**config.mk**
```make
export PLATFORM = sky130hd
export DESIGN_NAME = tracker_supervisor_fsm_unit
export DESIGN_NICKNAME = d
export VERILOG_FILES = /design/src/rtl/tsf_pkg.sv /design/src/rtl/tracker_supervisor_fsm_unit.sv
export SDC_FILE = /design/constraint.sdc
export NUM_CORES = 1
export LEC_CHECK = 0
export BUFFER_PORTS_ARGS = -buffer_cell sky130_fd_sc_hd__buf_2
export CAP_MARGIN = 20
export CELL_PAD_IN_SITES_DETAIL_PLACEMENT = 2
export CELL_PAD_IN_SITES_GLOBAL_PLACEMENT = 2
export CORE_ASPECT_RATIO = 1.1
export CORE_MARGIN = 3
export CORE_UTILIZATION = 38
export DETAILED_ROUTE_END_ITERATION = 10
export HOLD_SLACK_MARGIN = 0.02
export PLACE_DENSITY = 0.89
export SETUP_SLACK_MARGIN = 0.05
export SLEW_MARGIN = 20
export SYNTH_ARGS = -nofsm -noshare
export SYNTH_HDL_FRONTEND = slang
export SYNTH_SLANG_ARGS = --single-unit
```
**constraint.sdc**
```tcl
create_clock -name clk_i -period 7.1 [get_ports clk_i]
set_input_delay 0.71 -clock clk_i [delete_from_list [all_inputs] [get_ports clk_i]]
set_output_delay 0.71 -clock clk_i [all_outputs]
set_load 0.03 [all_outputs]
```
**src/rtl/tsf_pkg.sv**
```systemverilog
// types and codes shared by the sun tracker supervisor and its checker
`timescale 1ns / 1ps

package tsf_pkg;

  localparam int unsigned WaitDurationReset = 10000;
  localparam int unsigned MaxRetriesReset   = 10;
  localparam int unsigned RetrySat          = 15;

  typedef enum logic [2:0] {
    MODE_UNINIT = 3'd0,
    MODE_IDLE   = 3'd1,
    MODE_MANUAL = 3'd2,
    MODE_TRACK  = 3'd3,
    MODE_WAIT   = 3'd4,
    MODE_ERROR  = 3'd5
  } mode_e;

  typedef enum logic [3:0] {
    CMD_NONE     = 4'd0,
    CMD_STEP     = 4'd1,
    CMD_CONT     = 4'd2,
    CMD_START    = 4'd3,
    CMD_NEXT     = 4'd4,
    CMD_STOP     = 4'd5,
    CMD_STOPPED  = 4'd6,
    CMD_MAXMOVES = 4'd7,
    CMD_TRKERR   = 4'd8,
    CMD_ABORTED  = 4'd9,
    CMD_SUCCESS  = 4'd10
  } cmd_e;

  typedef enum logic [1:0] {
    MOTOR_NONE = 2'd0,
    MOTOR_STEP = 2'd1,
    MOTOR_CONT = 2'd2,
    MOTOR_STOP = 2'd3
  } motor_cmd_e;

  typedef enum logic [1:0] {
    TRK_NONE  = 2'd0,
    TRK_START = 2'd1,
    TRK_STOP  = 2'd2
  } trk_cmd_e;

  typedef enum logic {
    CFG_WAIT_DURATION = 1'b0,
    CFG_MAX_RETRIES   = 1'b1
  } cfg_idx_e;

  typedef struct packed {
    logic [3:0]  command;
    logic [1:0]  direction;
    logic [47:0] time_ms;
  } in_t;

  typedef struct packed {
    logic [2:0] mode;
    logic       panel;
    logic [1:0] motor_cmd;
    logic [1:0] motor_dir;
    logic [1:0] tracker_cmd;
  } out_t;

endpackage

```
**src/rtl/tracker_supervisor_fsm_unit.sv**
```systemverilog
// sun tracker supervisor: mode state machine with registered input and result
`timescale 1ns / 1ps

//  channel   direction  signals                          transfer when
//  in        input      in_valid_i, in_stall_o, in_data_i   valid && !stall
//  out       output     out_valid_o, out_stall_i, out_data_o valid && !stall
//  cfg       input      cfg_we_i, cfg_idx_i, cfg_wdata_i      cfg_we_i
//
// one event per cycle sustained while out is not stalled; a result reaches out through the
// input register, then the result register after the decision logic
// the decision path is one 48-bit subtract and compare plus the mode decode
// reset puts the mode in uninitialized, panel A, retry count and wait start zero
// a stall on out holds the result and backs up into in_stall_o through one stage

module tracker_supervisor_fsm_unit (
  input  logic           clk_i,
  input  logic           rst_ni,
  input  logic           in_valid_i,
  output logic           in_stall_o,
  input  tsf_pkg::in_t   in_data_i,
  output logic           out_valid_o,
  input  logic           out_stall_i,
  output tsf_pkg::out_t  out_data_o,
  input  logic           cfg_we_i,
  input  logic           cfg_idx_i,
  input  logic [31:0]    cfg_wdata_i
);
  import tsf_pkg::*;

  in_t         in_q;
  logic        in_valid_q;
  out_t        out_q, out_d;
  logic        out_valid_q;
  logic        out_ready;
  logic        fire;
  logic        in_load;

  logic [31:0] wait_dur_q;
  logic [3:0]  max_retries_q;

  mode_e       mode_q, mode_d;
  logic        panel_q, panel_d;
  logic [3:0]  retry_q, retry_d;
  logic [47:0] wait_start_q, wait_start_d;

  logic [47:0] elapsed;
  logic        expired;
  logic        over;
  logic [3:0]  cmd;
  motor_cmd_e  mcmd;
  logic [1:0]  mdir;
  trk_cmd_e    tcmd;

  assign out_ready = !out_valid_q || !out_stall_i;
  assign fire      = in_valid_q && out_ready;
  assign in_load   = in_valid_i && !in_stall_o;
  assign in_stall_o = in_valid_q && !out_ready;

  // config registers
  always_ff @(posedge clk_i or negedge rst_ni) begin
    if (!rst_ni) begin
      wait_dur_q    <= 32'(WaitDurationReset);
      max_retries_q <= 4'(MaxRetriesReset);
    end else if (cfg_we_i) begin
      case (cfg_idx_e'(cfg_idx_i))
        CFG_WAIT_DURATION: wait_dur_q    <= cfg_wdata_i;
        CFG_MAX_RETRIES:   max_retries_q <= cfg_wdata_i[3:0];
        default:           ;
      endcase
    end
  end

  // input register
  always_ff @(posedge clk_i or negedge rst_ni) begin
    if (!rst_ni) begin
      in_valid_q <= 1'b0;
    end else if (in_load) begin
      in_valid_q <= 1'b1;
    end else if (fire) begin
      in_valid_q <= 1'b0;
    end
  end

  always_ff @(posedge clk_i) begin
    if (in_load) begin
      in_q <= in_data_i;
    end
  end

  assign cmd     = in_q.command;
  assign elapsed = in_q.time_ms - wait_start_q;
  assign expired = elapsed > {16'd0, wait_dur_q};
  assign over    = retry_q > max_retries_q;

  // next mode
  always_comb begin
    mode_d = mode_q;
    case (mode_q)
      MODE_UNINIT: mode_d = MODE_IDLE;
      MODE_IDLE, MODE_MANUAL: begin
        if (cmd inside {CMD_STEP, CMD_CONT}) begin
          mode_d = MODE_MANUAL;
        end else if (cmd == CMD_START) begin
          mode_d = MODE_TRACK;
        end else if (mode_q == MODE_MANUAL && cmd == CMD_STOPPED) begin
          mode_d = MODE_IDLE;
        end
      end
      MODE_TRACK: begin
        if (cmd == CMD_MAXMOVES || (cmd == CMD_TRKERR && over)) begin
          mode_d = MODE_ERROR;
        end else if (cmd == CMD_ABORTED) begin
          mode_d = MODE_IDLE;
        end else if (cmd == CMD_SUCCESS) begin
          mode_d = MODE_WAIT;
        end
      end
      MODE_WAIT: begin
        if (cmd == CMD_STOP) begin
          mode_d = MODE_IDLE;
        end else if (expired) begin
          mode_d = MODE_TRACK;
        end
      end
      MODE_ERROR: begin
        if (cmd == CMD_STOP) begin
          mode_d = MODE_IDLE;
        end
      end
      default: mode_d = mode_q;
    endcase
  end

  // commands and side state
  always_comb begin
    mcmd         = MOTOR_NONE;
    mdir         = 2'd0;
    tcmd         = TRK_NONE;
    panel_d      = panel_q;
    retry_d      = retry_q;
    wait_start_d = wait_start_q;
    case (mode_q)
      MODE_IDLE, MODE_MANUAL: begin
        if (cmd == CMD_START) begin
          retry_d = 4'd0;
          tcmd    = TRK_START;
        end else if (cmd == CMD_STEP) begin
          mcmd = MOTOR_STEP;
          mdir = in_q.direction;
        end else if (cmd == CMD_CONT) begin
          mcmd = MOTOR_CONT;
          mdir = in_q.direction;
        end else if (cmd == CMD_NEXT) begin
          panel_d = !panel_q;
          if (mode_q == MODE_MANUAL) begin
            mcmd = MOTOR_STOP;
          end
        end else if (mode_q == MODE_MANUAL && cmd == CMD_STOP) begin
          mcmd = MOTOR_STOP;
        end
      end
      MODE_TRACK: begin
        if (cmd == CMD_STOP) begin
          tcmd = TRK_STOP;
        end else if (cmd == CMD_TRKERR) begin
          if (retry_q != 4'(RetrySat)) begin
            retry_d = retry_q + 4'd1;
          end
          if (!over) begin
            tcmd = TRK_START;
          end
        end else if (cmd == CMD_SUCCESS) begin
          wait_start_d = in_q.time_ms;
          panel_d      = !panel_q;
        end
      end
      MODE_WAIT: begin
        if (cmd != CMD_STOP && expired) begin
          retry_d = 4'd0;
          tcmd    = TRK_START;
        end
      end
      default: ;
    endcase
  end

  always_ff @(posedge clk_i or negedge rst_ni) begin
    if (!rst_ni) begin
      mode_q       <= MODE_UNINIT;
      panel_q      <= 1'b0;
      retry_q      <= 4'd0;
      wait_start_q <= 48'd0;
    end else if (fire) begin
      mode_q       <= mode_d;
      panel_q      <= panel_d;
      retry_q      <= retry_d;
      wait_start_q <= wait_start_d;
    end
  end

  always_comb begin
    out_d.mode        = mode_d;
    out_d.panel       = panel_d;
    out_d.motor_cmd   = mcmd;
    out_d.motor_dir   = mdir;
    out_d.tracker_cmd = tcmd;
  end

  // result register
  always_ff @(posedge clk_i or negedge rst_ni) begin
    if (!rst_ni) begin
      out_valid_q <= 1'b0;
    end else if (out_ready) begin
      out_valid_q <= in_valid_q;
    end
  end

  always_ff @(posedge clk_i) begin
    if (fire) begin
      out_q <= out_d;
    end
  end

  assign out_valid_o = out_valid_q;
  assign out_data_o  = out_q;

endmodule

```
After elaboration in Yosys (flattened, before gate mapping) --
Cells that the tools add are included.
Word-level totals: logic and storage cells 111, output and inout port bits 12, flip-flop bits (word level) 158, input bits 92
Cells by class: $add $sub $neg 2, eq/ne operators 22, muxes and demuxes 39, reductions and logical operators 25, magnitude comparators 2, bitwise operators 4
Operators by type and width (number):
- $gt 48x32->1 | 1
- $sub 48x48->48 | 1
- $mux 3 | 9
- $mux 4 | 5
- $eq 4x3->1 const B | 4
- $pmux 3 s5 | 1
- $mux 1 | 14
- $mux 2 | 7
- $eq 4x4->1 const B | 3
- $pmux 4 s3 | 1
- $ne 2x2->1 const B | 5
- $eq 4x2->1 const B | 2
- $logic_and 1x1->1 | 7
- $reduce_and 7->1 | 1
- $eq 3x2->1 const B | 2
- $eq 3x3->1 const B | 2
- $pmux 2 s3 | 1
- $logic_not 1->1 | 5
- $reduce_and 5->1 | 1
- $add 4x1->4 const B | 1
- $eq 4x1->1 const B | 1
- $gt 4x4->1 | 1
- $ne 4x3->1 const B | 1
- $ne 4x4->1 const B | 1
- other kinds (10) | 17

Longest topological paths before layout --
Gate-level depths: netlist of run 1.
depth in word-level cells 7, mapped depth 23, depth with buffers taken out 23

Worst setup path before layout of run 1 --
No wires, ideal clock.
kind register to register, start point register in_q[0] (netlist name), end point register out_q (netlist bit out_data_o[9]), data pin, library setup time 132 ps, required time 6968 ps, cell stages (with the launch flop) 23, buffers on the path 0, slack 2202 ps, period minus slack after synthesis 4898 ps, arrival 4766 ps, cells stage by stage edfxtp_1 > inv_1 > ha_1 > inv_1 > fa_1 > a21o_1 > a221o_1 > a211oi_2 > o21bai_2 > a21o_1 > a21boi_0 > xnor2_1 > ha_1 > nand4_1 > nor4_1 > a21oi_1 > a211o_1 > a211oi_1 > nand4_1 > nor4_4 > nand4_4 > a211o_1 > nand2_1
On the way: longest elaborated chain between the ends 5
RTL lines:
- start: declaration | RTL line tracker_supervisor_fsm_unit.sv:30 | in_t in_q;
- start signal: assignment | RTL line tracker_supervisor_fsm_unit.sv:86 | in_q <= in_data_i;
- $sub 48x48->48 | RTL line tracker_supervisor_fsm_unit.sv:91 | assign elapsed = in_q.time_ms - wait_start_q;
- $gt 48x32->1 | RTL line tracker_supervisor_fsm_unit.sv:92 | assign expired = elapsed > {16'd0, wait_dur_q};
- $mux 3 | RTL line tracker_supervisor_fsm_unit.sv:121 | end else if (expired) begin
- $mux 3 | RTL line tracker_supervisor_fsm_unit.sv:119 | if (cmd == CMD_STOP) begin
- $pmux 3 s5 | RTL line tracker_supervisor_fsm_unit.sv:98 | case (mode_q)
- named net mode_d[2] | RTL line tracker_supervisor_fsm_unit.sv:41 | mode_e mode_q, mode_d;
- end signal: assignment | RTL line tracker_supervisor_fsm_unit.sv:220 | out_q <= out_d;
- end: declaration | RTL line tracker_supervisor_fsm_unit.sv:32 | out_t out_q, out_d;
The timed path passes the listed nets, and every way through them passes these cells. A chain may end at the register's enable or synchronous reset.

Final worst setup path of run 1 --
start point register in_q[0] (netlist name), end point register out_q (netlist bit out_data_o[8]), data pin
The elaborated chain is that of the path after synthesis.

==> reports/results.ini, run 1 <==
[timing]
skew_ps = 13.3
worst_pin_slew_ps = 819
setup_viol = 0
hold_viol_final = 0
setup_tns_ps = 0
max_freq_mhz = 163
maxSlewHeadroom_pct = 45.4
min_period_over_period_pct = 86.6
min_period_ps = 6150
whs_ps = 277
rsz0062_at_grt = false
drv_slew = 0

[place]
hpwl_um = 23900
placed_cell_area_sq_mm = 0.0108
gp_congestion = 0.863
port_buffers = 103

[cts]
clock-sinks = 158
holdBufCountCts = 0
cts-root-buf = clkbuf_16
cts_resized = 0
cts.path.max_buffers = 2
path_clk_slew_ps = 70
cts_tree = done
htree_num_levels = 4
cts_setup_buffers = 0
numCtsBuffers = 17
clock_latency_ps = 440

[worst_setup_path]
cp-start-kind = flip-flop
end_kind = flip-flop
crit_required_ps = 7290
criticalPathCategory = flip-flop to flip-flop
arrival_ps = 6340
worst-path-max-fanout = 7
r2r_setup_slack_ps = 950

[detailed_routing]
dr.pass1.iters = 4
ant_nets = 0
met2_length_um = 17200
route.detailed.drc = 0
vias = 8280
top_layer = met4
drtIter0Drc = 377
routed-wl-met3_um = 983
routed_wl_um = 33500
via_per_inst = 5.69
routedWlPerCell_um = 23.0
met1_length_um = 14300

[final_layout]
area_growth_syn_to_layout_pct = 14.6
final_util_pct = 44.7
diodes = 0
fillers = 2762
drive_above_1_share_pct = 19.8
layout_common_cells = buf_2 (102), nand2_1 (95), inv_1 (93)
mostFrequentLayoutCell = buf_2
post-route-cell-area_sq_mm = 0.0114
fin_nets = 1273

[global_route]
grt_pass1_wl_um = 54100
grt_max_degree = 64
antenna_found_initial = 0
grt_pass1_vias = 9454
grtUsageTotal_pct = 24.3
grt_overflow = 0

[logic_synthesis]
synthTopCellsByArea = dfrtp_1 (22%), edfxtp_1 (19%), ha_1 (11%), mux2_2 (6.0%), nand2_1 (3.6%)
yosysTopAreaCell = dfrtp_1
synth_nets = 1187
synth-edff-count = 64
synth_cells = 1010
yosys_warnings = 0
ys_seq_area_share_pct = 43.1
synth_top_area_share_pct = 21.9
syn_area_per_cell_sq_um = 9.84
synth_cell_types = 75
ys_ff_latch = 158
ys_async_sr_fraction_pct = 59.5
netlist_area_sq_mm = 0.00994
synth_top_flop_cell = dfrtp_1

[power_and_ir_drop]
peakVddDrop_mv = 0.137
p_per_area_mw_per_mm2 = 338
p_leak_uw = 0.00488

[floorplan]
dieArea_sq_mm = 0.0281
rows = 61
io_pins = 104
die_x_um = 160
core_area_sq_mm = 0.0255
start_util_pct = 39.0
die_h_um = 176

[job]
cap_violations = 0

[hold_path]
hp-class = input port to async pin

[run_status]
status = complete, no violations

[cells by family after synthesis]
kind of cell,after synthesis,synth area share [%]
compound gates,258,17.1
fa+ha+maj,85,10.8
mux,57,6.41
simple gates,277,13.9
flops,158,43.1
xor+xnor,42,3.70
buf+inv,133,5.11
[Yosys cell counts, types with 24 or more instances]
| cell type | n |
|---|---|
| edfxtp_1 | 64 |
| mux2_2 | 53 |
| nor2_1 | 52 |
| xnor2_1 | 24 |
| inv_1 | 93 |
| a21oi_1 | 69 |
| a21o_1 | 25 |
| dfrtp_1 | 87 |
| clkbuf_1 | 27 |
| o21ai_0 | 68 |
| nand2_1 | 95 |
| ha_1 | 84 |
| nand4_1 | 28 |
[metal layers]
layer / vias to the layer above / track usage (%)
met3: 67 / 3.56
met2: 193 / 43.1
li1: 3804 / -
met1: 4216 / 29.9
met4: 0 / 9.37
met5: - / 0
[where the power goes]
part	switching (uW)	internal (uW)	leakage, uW
clock	443	565	0.000295
combinational	1020	607	0.00276
sequential	116	1100	0.00182
total	1580	2270	0.00488
[worst max-delay path, stage by stage (launching register included)]
cell	delay (ps)
edfxtp_1	370
inv_1	100
ha_1	200
inv_1	80
fa_1	430
a21o_1	220
a221o_1	370
a211oi_2	350
o21bai_2	180
a21o_1	230
a21boi_0	230
xnor2_1	110
ha_1	320
nand4_1	170
nor4_1	600
a21oi_1	170
a211o_1	330
a211oi_1	270
nand4_1	200
nor4_4	370
nand4_4	220
a21oi_1	300
inv_1	80
[worst paths after layout]
kind,start,to,cells past startpoint
max,in_q[0]$_DFFE_PP_,out_data_o[8]$_DFFE_PP_,22
min,rst_ni,wait_dur_q[6]$_DFFE_PN0P_,1
max reg2reg,in_q[0]$_DFFE_PP_,out_data_o[8]$_DFFE_PP_,22
max in group asynchronous,rst_ni,wait_start_q[33]$_DFFE_PN0P_,2
min in group clk_i,in_data_i[43],in_q[43]$_DFFE_PP_,1
min reg2reg,panel_q$_DFFE_PN0P_,panel_q$_DFFE_PN0P_,1
[final cells by class]
| class | instances | area [sq um] | area share [%] |
|---|---|---|---|
| well taps | 346 | 433 | 3.80 |
| clock inverters | 15 | 196 | 1.72 |
| clock buffers | 17 | 425 | 3.73 |
| multi-input cells | 719 | 5160 | 45.3 |
| repair buffers | 107 | 548 | 4.81 |
| flip-flops and latches | 158 | 4280 | 37.6 |
| inverters | 93 | 349 | 3.06 |
[registers in the layout (all words and copies together) (netlist names)]
signal,cells
cmd,4
wait_start_q,48
in_q,50
mode_q,3
out_valid_o,1
in_valid_q,1
wait_dur_q,32
panel_q,1
out_data_o,10
retry_q,4
max_retries_q,4
[through the flow]
stage	instances	setup slack [ps]	power, uW
after floorplan	1010	2200	2270
after detailed placement	1423	1270	2760
final	1455	948	3850
after global placement	1423	1780	2620
after global routing	1455	614	4080
after CTS	1455	973	3850
No activity file was read; power rests on OpenSTA's default activity.
==> inputs of run 2 (changes only) <==
--- a/config.mk
+++ b/config.mk
@@ -7,14 +7,14 @@
 export LEC_CHECK = 0
 export BUFFER_PORTS_ARGS = -buffer_cell sky130_fd_sc_hd__buf_2
 export CAP_MARGIN = 20
-export CELL_PAD_IN_SITES_DETAIL_PLACEMENT = 2
-export CELL_PAD_IN_SITES_GLOBAL_PLACEMENT = 2
+export CELL_PAD_IN_SITES_DETAIL_PLACEMENT = 0
+export CELL_PAD_IN_SITES_GLOBAL_PLACEMENT = 1
 export CORE_ASPECT_RATIO = 1.1
 export CORE_MARGIN = 3
-export CORE_UTILIZATION = 38
+export CORE_UTILIZATION = 45
 export DETAILED_ROUTE_END_ITERATION = 10
 export HOLD_SLACK_MARGIN = 0.02
-export PLACE_DENSITY = 0.89
+export PLACE_DENSITY = 0.87
 export SETUP_SLACK_MARGIN = 0.05
 export SLEW_MARGIN = 20
 export SYNTH_ARGS = -nofsm -noshare
==> run 2 against run 1 <==
  * Critical path type unchanged
  * Critical endpoint is now out_data_o[7]$_DFFE_PP_
  * Cell area decreased by 0.23%
  * Global-route usage decreased by 5.0 points
  * Non-clock buffer count unchanged
  * Core utilization increased by 8.2 points
  * Largest power group unchanged
  * Hold slack got worse by 41 ps
  * Register-to-register slack improved by 610 ps
==> reports/results.ini, run 2 (synthesized netlist as in run 1, its figures left out) <==
[run_status]
status = complete, no violations  ; unchanged

[timing]
setup_viol = 0  ; unchanged
min_period_over_period_pct = 78.1  ; was 86.6%
maxSlewHeadroom_pct = 48.4  ; was 45.4%
hold_viol_final = 0  ; unchanged
skew_ps = 11.8  ; was 13.3 ps
whs_ps = 236  ; was 277 ps
min_period_ps = 5540  ; was 6150 ps
setup_tns_ps = 0  ; unchanged
drv_slew = 0  ; unchanged
worst_pin_slew_ps = 774  ; was 819 ps
rsz0062_at_grt = false  ; unchanged
max_freq_mhz = 180  ; was 163 MHz

[global_route]
antenna_found_initial = 0  ; unchanged
grt_pass1_vias = 7336  ; was 9454
grtUsageMet3_pct = 3.32  ; was 3.56%
grtUsageMet1_pct = 27.4  ; was 29.9%
gr-usage-met2_pct = 30.8  ; was 43.1%
grt_max_degree = 64  ; unchanged
busiest_layer = met2  ; unchanged
grt_overflow = 0  ; unchanged
grt_pass1_wl_um = 37300  ; was 54100 um
grtUsageTotal_pct = 19.3  ; was 24.3%

[final_layout]
fin_nets = 1273  ; unchanged
mostFrequentLayoutCell = buf_2  ; unchanged
largest_reg_flops = 50  ; unchanged
seq_area_sq_mm = 0.00428  ; unchanged
top_register = in_q  ; unchanged
multi_input_area_sq_mm = 0.00516  ; unchanged
layout_common_cells = buf_2 (102), nand2_1 (95), inv_1 (93)  ; unchanged
reg_top3 = in_q (50), wait_start_q (48), wait_dur_q (32)  ; unchanged
area_growth_syn_to_layout_pct = 14.3  ; was 14.6%
diodes = 0  ; unchanged
drive_above_1_share_pct = 19.8  ; unchanged
fillers = 1937  ; was 2762
finalNonFillerCells = 1399  ; was 1455

[floorplan]
rows = 56  ; was 61
core_area_sq_mm = 0.0215  ; was 0.0255 sq mm
die_x_um = 148  ; was 160 um
die_h_um = 162  ; was 176 um
dieArea_sq_mm = 0.0239  ; was 0.0281 sq mm
io_pins = 104  ; unchanged
start_util_pct = 46.2  ; was 39.0%

[place]
hpwl_um = 17400  ; was 23900 um
gp_congestion = 0.889  ; was 0.863
port_buffers = 103  ; unchanged
placed_cells = 1366  ; was 1423

[worst_setup_path]
r2r_setup_slack_ps = 1560  ; was 950 ps
r2r_start = in_q[0]$_DFFE_PP_  ; unchanged
crit_required_ps = 7280  ; was 7290 ps
cpPeakStageDelay_ps = 460  ; was 600 ps
crit_slowest_cell = nor4_1  ; unchanged
crit_chain = inv_1, ha_1, inv_1, fa_1, a21o_1, a221o_1, a211oi_2, o21bai_2, a21o_1, a21boi_0, xnor2_1, ha_1, nand4_1, nor4_1, a21oi_1, a211o_1, a211oi_1, nand4_1, nor4_4, nand4_4, o21bai_1, a21oi_1  ; was inv_1, ha_1, inv_1, fa_1, a21o_1, a221o_1, a211oi_2, o21bai_2, a21o_1, a21boi_0, xnor2_1, ha_1, nand4_1, nor4_1, a21oi_1, a211o_1, a211oi_1, nand4_1, nor4_4, nand4_4, a21oi_1, inv_1
arrival_ps = 5730  ; was 6340 ps
criticalPathCategory = flip-flop to flip-flop  ; unchanged
r2r_end = out_data_o[7]$_DFFE_PP_  ; was out_data_o[8]$_DFFE_PP_
endpoint = out_data_o[7]$_DFFE_PP_  ; was out_data_o[8]$_DFFE_PP_
ff2ff_path_depth = 22  ; unchanged
end_kind = flip-flop  ; unchanged
cp-start-kind = flip-flop  ; unchanged
critPathLaunch = in_q[0]$_DFFE_PP_  ; unchanged
worst-path-max-fanout = 7  ; unchanged

[hold_path]
hp-class = input port to async pin  ; unchanged

[cts]
cts_tree = done  ; unchanged
clock_latency_ps = 430  ; was 440 ps
clock-sinks = 158  ; unchanged
htree_num_levels = 4  ; unchanged
cts_resized = 0  ; unchanged
cts-root-buf = clkbuf_16  ; unchanged
numCtsBuffers = 17  ; unchanged
path_clk_slew_ps = 70  ; about the same
cts_setup_buffers = 0  ; unchanged
holdBufCountCts = 0  ; unchanged
cts.path.max_buffers = 2  ; unchanged

[power_and_ir_drop]
p_leak_uw = 0.00490  ; was 0.00488 uW
peakVddDrop_mv = 0.170  ; was 0.137 mV
p_per_area_mw_per_mm2 = 320  ; was 338 mW/mm^2

[detailed_routing]
drtIter0Drc = 427  ; was 377
routed_wl_um = 22700  ; was 33500 um
vias = 7656  ; was 8280
dr.pass1.iters = 5  ; was 4
via_per_inst = 5.47  ; was 5.69
routedWlPerCell_um = 16.2  ; was 23.0 um
route.detailed.drc = 0  ; unchanged
ant_nets = 0  ; unchanged

[job]
cap_violations = 0  ; unchanged

run 2: cell count changes in the layout (fill, tap and decap cells not counted), sizes merged:
| cell | previous run | this run |
|---|---|---|
| clkinv | 2 | 1 |
| bufinv | 3 | 4 |
| inv | 100 | 102 |
| clkinvlp | 3 | 1 |
run 2: critical path, delay by kind of cell, from the launching register on:
kind	cells	cell delay [ps]
fa+ha+maj	3	850
flops	1	370
compound gates	11	2480
simple gates	5	1340
xor+xnor	1	100
buf+inv	2	140
run 2: through the flow:
stage | util [%] | setup slack (ps) | cell area [sq um] | total power [uW]
finish | 52.8 | 1560 | 11400 | 3630
global route | 52.8 | 1130 | 11400 | 3890
CTS | 52.7 | 1570 | 11300 | 3650
detailed placement | 49.7 | 1580 | 10700 | 2630
global placement | 49.7 | 1810 | 10700 | 2600
floorplan | - | 2200 | 9940 | 2270
run 2: how the worst min path moves through the flow:
stage	start	to	slack [ps]	cells after the start
after floorplan	rst_ni	in_valid_q$_DFFE_PN0P_	410	0
after global placement	in_valid_q$_DFFE_PN0P_	out_valid_o$_DFFE_PN0P_	450	1
after detailed placement	wait_start_q[0]$_DFFE_PN0P_	wait_start_q[0]$_DFFE_PN0P_	480	2
after CTS	rst_ni	panel_q$_DFFE_PN0P_	240	1
after global routing	rst_ni	panel_q$_DFFE_PN0P_	250	1
final	rst_ni	panel_q$_DFFE_PN0P_	240	1
run 2: routing by layer:
metal | share of wire (%) | wire, um | vias to the layer above
li1 | - | - | 3826
met1 | 48 | 11000 | 3648
met2 | 46 | 10500 | 167
met3 | 4.0 | 915 | 15
met4 | 1.4 | 312 | 0
met5 | 0 | 0 | -
run 2: where the power goes:
| part | switching (uW) | total, uW | leakage, uW | internal [uW] |
|---|---|---|---|---|
| registers | 92.2 | 1190 | 0.00182 | 1100 |
| clock network | 403 | 1010 | 0.000314 | 602 |
| logic | 851 | 1440 | 0.00277 | 585 |
run 2: final cells by class:
class,instances,area share [%]
clock inverters,15,1.94
flip-flops and latches,158,37.7
well taps,290,3.19
inverters,93,3.07
multi-input cells,719,45.4
repair buffers,107,5.00
clock buffers,17,3.74
==> inputs of run 3 (changes only) <==
--- a/config.mk
+++ b/config.mk
@@ -5,16 +5,17 @@
 export SDC_FILE = /design/constraint.sdc
 export NUM_CORES = 1
 export LEC_CHECK = 0
+export ABC_AREA = 1
 export BUFFER_PORTS_ARGS = -buffer_cell sky130_fd_sc_hd__buf_2
 export CAP_MARGIN = 20
 export CELL_PAD_IN_SITES_DETAIL_PLACEMENT = 0
 export CELL_PAD_IN_SITES_GLOBAL_PLACEMENT = 1
 export CORE_ASPECT_RATIO = 1.1
 export CORE_MARGIN = 3
-export CORE_UTILIZATION = 45
+export CORE_UTILIZATION = 40
 export DETAILED_ROUTE_END_ITERATION = 10
 export HOLD_SLACK_MARGIN = 0.02
-export PLACE_DENSITY = 0.87
+export PLACE_DENSITY = 0.86
 export SETUP_SLACK_MARGIN = 0.05
 export SLEW_MARGIN = 20
 export SYNTH_ARGS = -nofsm -noshare
==> constraint.sdc (replaced) <==
create_clock -name clk_i -period 4.8 [get_ports clk_i]
set_input_delay 0.48 -clock clk_i [delete_from_list [all_inputs] [get_ports clk_i]]
set_output_delay 0.48 -clock clk_i [all_outputs]
set_load 0.03 [all_outputs]
==> run 3 against run 2 <==
  * Global-route usage grew 0.67 points
  * Via count up 19%
  * Cell count up 38%
  * Largest power group unchanged
  * Critical endpoint is now retry_q[2]$_DFFE_PN0P_
  * Combinational power up 24%
  * Total power up 33%
==> reports/results.ini, run 3 <==
[run_status]
status = complete, no violations  ; unchanged

[detailed_routing]
ant_nets = 0  ; unchanged
drtIter0Drc = 430  ; was 427
routedWlPerCell_um = 14.5  ; was 16.2 um
route.detailed.drc = 0  ; unchanged
via_per_inst = 4.75  ; was 5.47
routed_wl_um = 28000  ; was 22700 um
dr.pass1.iters = 5  ; unchanged
vias = 9139  ; was 7656

[worst_setup_path]
cp-start-kind = flip-flop  ; unchanged
crit_required_ps = 5160  ; was 7280 ps
arrival_ps = 4320  ; was 5730 ps
crit_slowest_cell = fa_1  ; was nor4_1
worst-path-max-fanout = 8  ; was 7
path_common_cell = nand2_1
end_kind = flip-flop  ; unchanged
cpPeakStageDelay_ps = 390  ; was 460 ps
ff2ff_path_depth = 27  ; was 22
criticalPathCategory = flip-flop to flip-flop  ; unchanged
r2r_setup_slack_ps = 830  ; was 1560 ps
r2r_end = retry_q[2]$_DFFE_PN0P_  ; was out_data_o[7]$_DFFE_PP_
r2r_start = in_q[0]$_DFFE_PP_  ; unchanged

[global_route]
grtUsageTotal_pct = 20.0  ; was 19.3%
antenna_found_initial = 0  ; unchanged
grt_pass1_vias = 8903  ; was 7336
grt_pass1_wl_um = 45200  ; was 37300 um
grt_overflow = 0  ; unchanged
grt_max_degree = 65  ; was 64

[logic_synthesis]
synth_top_area_share_pct = 20.3  ; was 21.9%
synth_cells = 1453  ; was 1010
synthTopCellsByCount = nand2_1 (369), inv_1 (255), nor2_1 (183)  ; was nand2_1 (95), inv_1 (93), dfrtp_1 (87)
synth_top_family_by_area = simple AND/OR/NAND/NOR gates  ; was compound AO/OA/AOI/OAI gates
synth-simple-area-share_pct = 27.1  ; was 13.9%
synthTopCellsByArea = dfrtp_1 (20%), edfxtp_1 (18%), nand2_1 (13%), ha_1 (9.8%), inv_1 (8.9%)  ; was dfrtp_1 (22%), edfxtp_1 (19%), ha_1 (11%), mux2_2 (6.0%), nand2_1 (3.6%)
netlist_area_sq_mm = 0.0107  ; was 0.00994 sq mm
ys_seq_area_share_pct = 40.0  ; was 43.1%
synth-edff-count = 64  ; unchanged
yosys.area_share.adder_pct = 9.99  ; was 10.8%
synth.most_common_cell = nand2_1  ; unchanged
syn_area_per_cell_sq_um = 7.38  ; was 9.84 sq um
yosys_warnings = 0  ; unchanged
yosysTopAreaCell = dfrtp_1  ; unchanged
synth_nets = 1630  ; was 1187
synth_cell_types = 42  ; was 75
ys_async_sr_fraction_pct = 59.5  ; unchanged
synth_compound_area_share_pct = 9.95  ; was 17.1%
synth_top_flop_cell = dfrtp_1  ; unchanged
synthMuxAreaShare_pct = 0.105  ; was 6.41%
ys_ff_latch = 158  ; unchanged
yosys.area_share.xor_xnor_pct = 2.70  ; was 3.70%

[power_and_ir_drop]
p_leak_uw = 0.00652  ; was 0.00490 uW
p_per_area_mw_per_mm2 = 394  ; was 320 mW/mm^2
power_uw = 4820  ; was 3630 uW
peakVddDrop_mv = 0.176  ; was 0.170 mV

[cts]
clock-sinks = 158  ; unchanged
cts_resized = 0  ; unchanged
clock_latency_ps = 430  ; about the same
numCtsBuffers = 17  ; unchanged
cts.path.max_buffers = 2  ; unchanged
htree_num_levels = 4  ; unchanged
holdBufCountCts = 0  ; unchanged
cts-root-buf = clkbuf_16  ; unchanged
cts_tree = done  ; unchanged
path_clk_slew_ps = 70  ; about the same
cts_setup_buffers = 0  ; unchanged

[timing]
min_period_over_period_pct = 82.7  ; was 78.1%
maxSlewHeadroom_pct = 45.3  ; was 48.4%
worst_pin_slew_ps = 820  ; was 774 ps
layout_setup_ws_ps = 832  ; was 1560 ps
skew_ps = 9.98  ; was 11.8 ps
rsz0062_at_grt = false  ; unchanged
drv_slew = 0  ; unchanged
min_period_ps = 3970  ; was 5540 ps
hold_viol_final = 0  ; unchanged
setup_tns_ps = 0  ; unchanged
setup_viol = 0  ; unchanged
max_freq_mhz = 252  ; was 180 MHz

[final_layout]
top_register = in_q  ; unchanged
reg_top3 = in_q (50), wait_start_q (48), wait_dur_q (32)  ; unchanged
diodes = 0  ; unchanged
area_growth_syn_to_layout_pct = 14.1  ; was 14.3%
drive_above_1_share_pct = 13.9  ; was 19.8%
final_util_pct = 46.6  ; was 52.8%
fin_nets = 1738  ; was 1273
mostFrequentLayoutCell = nand2_1  ; was buf_2
largest_reg_flops = 50  ; unchanged
finalNonFillerCells = 1926  ; was 1399
layout_common_cells = nand2_1 (368), inv_1 (254), nor2_1 (183)  ; was buf_2 (102), nand2_1 (95), inv_1 (93)

[place]
place_ws_ps = 842  ; was 1580 ps
gp_congestion = 0.957  ; was 0.889
placed_cells = 1894  ; was 1366
port_buffers = 103  ; unchanged
hpwl_um = 23000  ; was 17400 um

[floorplan]
die_x_um = 162  ; was 148 um
core_area_sq_mm = 0.0262  ; was 0.0215 sq mm
die_h_um = 178  ; was 162 um
start_util_pct = 40.9  ; was 46.2%
rows = 62  ; was 56
io_pins = 104  ; unchanged
dieArea_sq_mm = 0.0288  ; was 0.0239 sq mm

[hold_path]
hp-class = input port to async pin  ; unchanged

[job]
cap_violations = 0  ; unchanged

==> run 3: per-stage QoR <==
step                      instance area [sq um]  hold WS, ps
after floorplan                           10700          184
after global placement                    11700          473
after global routing                      12200          200
after detailed placement                  11700          477
final                                     12200          148
after CTS                                 12200          179
==> run 3: kinds of logic (layout without fill, tap and decap cells) <==
group	count (synthesis)	in the layout
flops	158	158
fa+ha+maj	85	85
mux	1	1
simple gates	686	686
buf+inv	291	412
compound gates	199	199
xor+xnor	33	33
==> run 3: worst max path at each step <==
| stage | from | to | slack [ps] |
|---|---|---|---|
| 3_3_place_gp | in_q[0]$_DFFE_PP_ | mode_q[1]$_DFFE_PN0P_ | 880 |
| 2_1_floorplan | in_q[0]$_DFFE_PP_ | out_data_o[0]$_DFFE_PP_ | 1430 |
| 6_report | in_q[0]$_DFFE_PP_ | retry_q[2]$_DFFE_PN0P_ | 830 |
| 5_1_grt | in_q[0]$_DFFE_PP_ | mode_q[1]$_DFFE_PN0P_ | 380 |
| 3_5_place_dp | in_q[0]$_DFFE_PP_ | mode_q[1]$_DFFE_PN0P_ | 840 |
| 4_1_cts | in_q[0]$_DFFE_PP_ | mode_q[1]$_DFFE_PN0P_ | 830 |
==> run 3: cell type report <==
| class | count | area, sq um |
|---|---|---|
| clock inverter | 14 | 141 |
| tap | 352 | 440 |
| fill | 2783 | 14000 |
| multi-input combinational | 1004 | 5360 |
| sequential | 158 | 4280 |
| clock buffer | 18 | 429 |
| timing repair buffer | 106 | 541 |
| inverter | 274 | 1030 |
==> run 3: power by group <==
part	total (uW)	internal (uW)	switching, uW
clock network	1340	765	580
logic	1790	609	1180
registers	1690	1610	77.3
total	4820	2980	1840
==> run 3: per-layer routing <==
| metal | vias to the layer above | global-route usage, % | share of wire (%) | wire length, um |
|---|---|---|---|---|
| li1 | 4800 | - | - | - |
| met1 | 4115 | 27.9 | 48 | 13400 |
| met2 | 182 | 32.2 | 45 | 12600 |
| met3 | 42 | 2.29 | 4.2 | 1180 |
| met4 | 0 | 7.00 | 2.6 | 741 |
| met5 | - | 0 | 0 | 0 |
==> run 3: worst max-delay path: cells and delay by family (launching register included) <==
family	cells	cell delay [ps]
adders and majority gates	3	860
AOI/OAI and AO/OA	1	90
xor gates and xnor gates	1	210
buffers and inverters	2	140
and+or+nand+nor	20	2240
DFF	1	350
